===== src/rtl/core/lfp_pkg.sv =====
package lfp_pkg;

  localparam int unsigned HdrBytes = 6;
  localparam int unsigned IdBytes  = 2;
  localparam int unsigned HdrIdxW  = 3;

  localparam logic [HdrIdxW-1:0] HdrIdxFirst = '0;
  localparam logic [HdrIdxW-1:0] HdrIdxLenStart = HdrIdxW'(IdBytes);
  localparam logic [HdrIdxW-1:0] HdrIdxLast = HdrIdxW'(HdrBytes - 1);

  typedef enum logic {
    PhHeader = 1'b0,
    PhBody   = 1'b1
  } phase_e;

  typedef struct packed {
    logic       vld;
    logic [7:0] data;
  } in_item_t;

  typedef struct packed {
    logic [15:0] id;
    logic [31:0] len;
    logic [7:0]  body;
    logic        byte_valid;
    logic        last;
  } result_t;

endpackage


===== src/rtl/core/length_prefixed_frame_parser.sv =====
// Splits a received byte stream into messages, each a six-byte header
// (16-bit big-endian id, 32-bit big-endian body length) followed by the
// body. Each body byte comes out tagged with its message id and length;
// the final byte carries last_of_message, and a zero-length message gives
// one result with byte_valid low on its last header byte. Header bytes give
// no result. One byte is taken per clock cycle while out_stall_i is low: an
// input register feeds the parser, whose state update (a 32-bit down-count
// of remaining body bytes) loads a result register in the same cycle. Bytes
// go via the input and then the result register; out_stall_i holds the
// result register and stalls input once the input register is also full.
module length_prefixed_frame_parser (
  input  logic        clk_i,
  input  logic        rst_ni,
  input  logic        in_valid_i,
  output logic        in_stall_o,
  input  logic [7:0]  rx_byte_i,
  output logic        out_valid_o,
  input  logic        out_stall_i,
  output logic [15:0] message_id_o,
  output logic [31:0] message_length_o,
  output logic [7:0]  body_byte_o,
  output logic        byte_valid_o,
  output logic        last_of_message_o
);

  lfp_pkg::in_item_t item;
  lfp_pkg::result_t  res;
  logic              take;

  lfp_in_stage u_in_stage (
    .clk_i      (clk_i),
    .rst_ni     (rst_ni),
    .in_valid_i (in_valid_i),
    .in_stall_o (in_stall_o),
    .rx_byte_i  (rx_byte_i),
    .take_i     (take),
    .item_o     (item)
  );

  lfp_parse u_parse (
    .clk_i       (clk_i),
    .rst_ni      (rst_ni),
    .item_i      (item),
    .take_o      (take),
    .out_valid_o (out_valid_o),
    .out_stall_i (out_stall_i),
    .res_o       (res)
  );

  assign message_id_o      = res.id;
  assign message_length_o  = res.len;
  assign body_byte_o       = res.body;
  assign byte_valid_o      = res.byte_valid;
  assign last_of_message_o = res.last;

endmodule


===== src/rtl/core/lfp_in_stage.sv =====
module lfp_in_stage (
  input  logic             clk_i,
  input  logic             rst_ni,
  input  logic             in_valid_i,
  output logic             in_stall_o,
  input  logic [7:0]       rx_byte_i,
  input  logic             take_i,
  output lfp_pkg::in_item_t item_o
);

  logic       vld_q, vld_d;
  logic [7:0] data_q;
  logic       accept;

  assign in_stall_o = vld_q & ~take_i;
  assign accept     = in_valid_i & ~in_stall_o;

  always_comb begin
    vld_d = vld_q;
    if (accept) begin
      vld_d = 1'b1;
    end else if (take_i) begin
      vld_d = 1'b0;
    end
  end

  always_ff @(posedge clk_i or negedge rst_ni) begin
    if (!rst_ni) begin
      vld_q <= 1'b0;
    end else begin
      vld_q <= vld_d;
    end
  end

  always_ff @(posedge clk_i) begin
    if (accept) begin
      data_q <= rx_byte_i;
    end
  end

  assign item_o.vld  = vld_q;
  assign item_o.data = data_q;

endmodule


===== src/rtl/core/lfp_parse.sv =====
module lfp_parse (
  input  logic              clk_i,
  input  logic              rst_ni,
  input  lfp_pkg::in_item_t item_i,
  output logic              take_o,
  output logic              out_valid_o,
  input  logic              out_stall_i,
  output lfp_pkg::result_t  res_o
);

  lfp_pkg::phase_e              phase_q, phase_d;
  logic [lfp_pkg::HdrIdxW-1:0]  idx_q, idx_d;
  logic [15:0]                  id_q, id_d;
  logic [31:0]                  len_q, len_d;
  logic [31:0]                  left_q, left_d;
  logic                         out_vld_q, out_vld_d;
  lfp_pkg::result_t             res_q, res_d;
  logic                         has_res;
  logic                         body_last;
  logic [15:0]                  id_base;
  logic [31:0]                  len_base;

  // Advance only when the result register is free or being emptied.
  assign take_o = item_i.vld & (~out_vld_q | ~out_stall_i);

  assign body_last = (left_q <= 32'd1);
  assign id_base   = (idx_q == lfp_pkg::HdrIdxFirst) ? 16'd0 : id_q;
  assign len_base  = (idx_q == lfp_pkg::HdrIdxFirst) ? 32'd0 : len_q;

  // Next state.
  always_comb begin
    phase_d = phase_q;
    idx_d   = idx_q;
    id_d    = id_q;
    len_d   = len_q;
    left_d  = left_q;
    if (take_o) begin
      case (phase_q)
        lfp_pkg::PhBody: begin
          if (body_last) begin
            phase_d = lfp_pkg::PhHeader;
            idx_d   = lfp_pkg::HdrIdxFirst;
            left_d  = 32'd0;
          end else begin
            left_d = left_q - 32'd1;
          end
        end
        lfp_pkg::PhHeader: begin
          if (idx_q < lfp_pkg::HdrIdxLenStart) begin
            id_d  = {id_base[7:0], item_i.data};
            len_d = len_base;
          end else begin
            id_d  = id_base;
            len_d = {len_base[23:0], item_i.data};
          end
          if (idx_q == lfp_pkg::HdrIdxLast) begin
            idx_d = lfp_pkg::HdrIdxFirst;
            if (len_d != 32'd0) begin
              phase_d = lfp_pkg::PhBody;
              left_d  = len_d;
            end
          end else begin
            idx_d = idx_q + lfp_pkg::HdrIdxW'(1);
          end
        end
        default: begin
          phase_d = lfp_pkg::PhHeader;
        end
      endcase
    end
  end

  // Result for the item being taken.
  always_comb begin
    has_res          = 1'b0;
    res_d.id         = id_d;
    res_d.len        = len_d;
    res_d.body       = item_i.data;
    res_d.byte_valid = 1'b1;
    res_d.last       = body_last;
    case (phase_q)
      lfp_pkg::PhBody: begin
        has_res = 1'b1;
      end
      lfp_pkg::PhHeader: begin
        // Empty message: mark done on the final header byte.
        has_res          = (idx_q == lfp_pkg::HdrIdxLast) && (len_d == 32'd0);
        res_d.body       = 8'd0;
        res_d.byte_valid = 1'b0;
        res_d.last       = 1'b1;
      end
      default: begin
        has_res = 1'b0;
      end
    endcase
  end

  always_comb begin
    out_vld_d = out_vld_q;
    if (take_o) begin
      out_vld_d = has_res;
    end else if (~out_stall_i) begin
      out_vld_d = 1'b0;
    end
  end

  always_ff @(posedge clk_i or negedge rst_ni) begin
    if (!rst_ni) begin
      phase_q   <= lfp_pkg::PhHeader;
      idx_q     <= lfp_pkg::HdrIdxFirst;
      id_q      <= 16'd0;
      len_q     <= 32'd0;
      left_q    <= 32'd0;
      out_vld_q <= 1'b0;
    end else begin
      phase_q   <= phase_d;
      idx_q     <= idx_d;
      id_q      <= id_d;
      len_q     <= len_d;
      left_q    <= left_d;
      out_vld_q <= out_vld_d;
    end
  end

  always_ff @(posedge clk_i) begin
    if (take_o && has_res) begin
      res_q <= res_d;
    end
  end

  assign out_valid_o = out_vld_q;
  assign res_o       = res_q;

endmodule

===== config.mk =====
export PLATFORM = sky130hd
export DESIGN_NAME = length_prefixed_frame_parser
export DESIGN_NICKNAME = d
export VERILOG_FILES = /design/src/rtl/core/lfp_pkg.sv /design/src/rtl/core/length_prefixed_frame_parser.sv /design/src/rtl/core/lfp_in_stage.sv /design/src/rtl/core/lfp_parse.sv
export SDC_FILE = /design/constraint.sdc
export NUM_CORES = 1
export LEC_CHECK = 0
export ABC_AREA = 1
export BUFFER_PORTS_ARGS = -buffer_cell sky130_fd_sc_hd__buf_4
export CORE_MARGIN = 2
export CORE_UTILIZATION = 60
export CTS_CLUSTER_SIZE = 8
export DETAILED_ROUTE_END_ITERATION = 6
export GPL_TIMING_DRIVEN = 0
export PLACE_DENSITY = 0.81
export SETUP_SLACK_MARGIN = 0.4
export SLEW_MARGIN = 10
export SYNTH_ARGS = -nofsm -noshare
export SYNTH_HDL_FRONTEND = slang
export SYNTH_SLANG_ARGS = --single-unit

===== constraint.sdc =====
create_clock -name clk_i -period 7.6 [get_ports clk_i]
set_clock_uncertainty 0.1 [all_clocks]
set_input_delay 1.52 -clock clk_i [delete_from_list [all_inputs] [get_ports clk_i]]
set_output_delay 1.52 -clock clk_i [all_outputs]
set_load 0.03 [all_outputs]

==> results by group <==
Outcome
  • Outcome: finished clean

Worst setup path
  • Critical path launch point type: input port
  • Worst-path cell chain: buf_4, nand2_1, nand3_2, buf_2, nand2_1, o21ai_0, nor2_1, nand3_1, nor2_1, nand3_1, nand2_1, nand2_1, inv_2, buf_12
  • Required time worst endpoint: about 7600 ps
  • R2R Setup Slk: 4160 ps
  • Crit path max-delay family: buffers and inverters
  • Bufs and invs on worst path: 4
  • CP Class: input port to flop
  • Worst reg2reg startpoint: u_parse.idx_q[0]
  • CP Data Arrival Time: 3970 ps
  • Max Fanout on Critical Path: 37
  • Reg2reg path depth: 14
  • CP peak stage delay: around 440 ps
  • R2r endpoint: u_parse.res_o[40]
  • CP Capture Type: flop
  • Slowest library cell on the worst path: inv_2
  • Crit-path most repeated cell: nand2_1

Synth
  • Mean post-synth cell area: approximately 8.5 µm²
  • Post-synth EDFFs: 66
  • Mapped Area: 7381 µm²
  • Syn Inst Count: between 800 and 900
  • Synth warn: 0
  • Seq/Total Area, Yosys: a little under three fifths
  • Top cells by area, synth: dfrtp_1 29%, edfxtp_1 27%, nand2_1 16%
  • Asr flop ratio synth: 56.58%
  • Most common cell in the netlist: nand2_1
  • Commonest cells in the netlist: 319 x nand2_1, 103 x nor2_1, 86 x dfrtp_1, 85 x nand3_1, 66 x edfxtp_1
  • Post-synth net total: ~890
  • Area leader, netlist: dfrtp_1
  • Synth cell types: 37
  • Seq cells post-synth: between 150 and 200
  • Synth top area share: around 30%
  • Synth Flop Type: dfrtp_1

Global routing
  • Number of global-route vias before repair: ~5800
  • Antenna violations before repair: 0
  • Congestion Overflow GR: 0
  • Largest net degree at the start of global routing: 87
  • GRT Overall Usage: between 30% and 40%
  • Global-route wire length before repair: just under 30000 µm

Run
  • Max Cap Violations: 0

Timing
  • Final Worst Setup Slack: between 3000 and 4000 ps
  • # setup viols final: 0
  • Least-Margin Pin Slew: around 1100 ps
  • RSZ-0062 raised after global routing: no
  • Fin crit period: around 3900 ps
  • Slew Viols, Final: 0
  • Max Freq: between 200 and 300 MHz
  • Relative slew slack: a little over a quarter
  • Setup TNS: 0 ps
  • Period utilisation layout: 51.92%
  • Fin. Hold Viols: 0

Final layout
  • Share of layout cells above drive strength 1: 15.68%
  • Filler Cell Count: 910
  • Finished Cell Area: ~8700 µm²
  • Antenna Cells: 0
  • P&R area growth vs syn: 18.12%
  • NumNets Final: 977
  • Fin cells: 1123

Routing
  • Initial DRC Count: just under 700
  • Via density: approximately 5.6
  • DR WL/cell: 16.66 µm
  • Post-route ant nets: 0
  • Drt first pass iters: 5
  • DRT Wirelength: 18710 µm
  • DRC: 0
  • DR vias: roughly 6200

Placement
  • Post-detail-place hpwl: ~13000 µm
  • Port buffer count: slightly above 70
  • Final GP Congestion: 0.9362
  • Placement-stage cell area: around 8100 µm²
  • Inst Count DP: between 1000 and 1500
  • Dpl ws: between 3000 and 4000 ps

Clocking
  • CTS tree: built
  • Post_cts resized: 0
  • Max H-tree Level: 4
  • Post-cts hold buffer count: 0
  • Root Driver: clkbuf_16
  • Clk slew on worst S/H paths: 60 ps
  • Worst-Skew Late Latency: between 400 and 500 ps
  • Clock buffer count from CTS: 17
  • Setup bufs post-CTS: 0
  • # clock sinks: ~150
  • CTS Buffer Depth: 2

Floorplanning
  • I/O pin cnt: 72
  • Starting Density: 61.45%
  • Die Ht: between 100 and 150 µm
  • Row count: 40
  • CORE AREA: ~12000 µm²
  • Die area: roughly 13000 µm²
  • Chip Width: between 100 and 150 µm

Hold path
  • Worst hold path endpoint: u_parse.left_q[26]
  • Hold depth: 2
  • Hold crit path type: flop to flop
  • Hold_sp: u_parse.left_q[26]

Power and ir drop
  • Peak VDD IR: 0.3139 mV
  • Leakage: about 4.4 nW
  • PD cells: around 460 nW/µm²
-- flip-flops by register name, indices dropped and copies added, names as in the netlist --
register and cells:
u_parse.phase_q 1, u_parse.res_o 58, u_in_stage.vld_q 1, u_parse.out_valid_o 1
u_parse.id_q 16, u_parse.left_q 32, u_parse.len_q 32, u_parse.idx_q 3
u_in_stage.data_q 8
-- cell families after synthesis --
family | after synthesis | synth area share (%)
AOI/OAI and AO/OA | 55 | 4.204
xor gates and xnor gates | 17 | 2.017
DFF | 152 | 56.01
adders and majority gates | 2 | 0.3390
and+or+nand+nor | 536 | 30.01
muxes | 7 | 1.068
buffers and inverters | 103 | 6.357
-- where the power goes --
group	internal (mW)	switching [mW]
clock	0.503	0.355
combinational	0.572	1.23
sequential	1.16	0.183
-- metal layers --
layer / GRT usage (%) / routed length [µm] / up-vias / part of all wire [%]
li1: - / - / 3001 / -
met1: 40.21 / 7650 / 2877 / 41
met3: 7.960 / 1588 / 60 / 8.5
met5: 0 / 0 / - / 0
met4: 11.89 / 623 / 0 / 3.3
met2: 47.18 / 8851 / 302 / 47
-- placed cells by master, fill, tap and decap left out, drive strengths merged, types with 2 or more instances in the layout --
cell      n
o22ai    10
nor2    107
clkbuf   26
nor3      5
a31oi     2
ha        2
nand3    87
a21oi    12
xor2     10
edfxtp   66
nand2   323
nand4     8
or2       3
bufinv    2
o21ai    23
xnor2     7
mux2      7
a21boi    2
a21o      2
clkinv    6
buf     101
dfrtp    86
o21bai    3
nand3b    2
inv      71
-- how the worst max path moves through the flow --
stage,startpoint,endpoint,slack [ps],cells past startpoint
after floorplan,out_stall_i,u_parse.res_o[0],3360,14
after global placement,out_stall_i,u_parse.res_o[10],2270,14
after detailed placement,out_stall_i,u_parse.res_o[4],3260,15
after CTS,out_stall_i,u_parse.res_o[23],3690,14
after global routing,out_stall_i,u_parse.res_o[13],3460,14
final,out_stall_i,u_parse.res_o[40],3650,14
-- cell type report --
cell class,instances,area (µm²),share of cell area (%)
multi-input cells,617,2778,31.86
well taps,147,183.9,2.110
flip-flops and latches,152,4134,47.42
clock buffers,19,442.9,5.080
inverters,67,251.5,2.885
plain buffers,36,217.7,2.497
repair buffers,72,553.0,6.343
clock inverters,13,157.7,1.808
-- tightest hold or removal path, delay by kind of cell, from the launching register on --
| kind | cells | cell delay (ps) |
|---|---|---|
| DFF | 1 | 350 |
| and+or+nand+nor | 2 | 120 |
-- stage by stage --
step | power [mW] | util [%] | hold slack [ps]
global placement | 3.060 | 67.42 | 355.3
detailed placement | 3.100 | 67.58 | 361.0
CTS | 3.976 | 72.58 | 385.2
global route | 4.254 | 72.58 | 393.8
floorplan | 2.578 | - | 319.6
finish | 3.997 | 72.58 | 390.4
(Power assumes the default switching activity.)
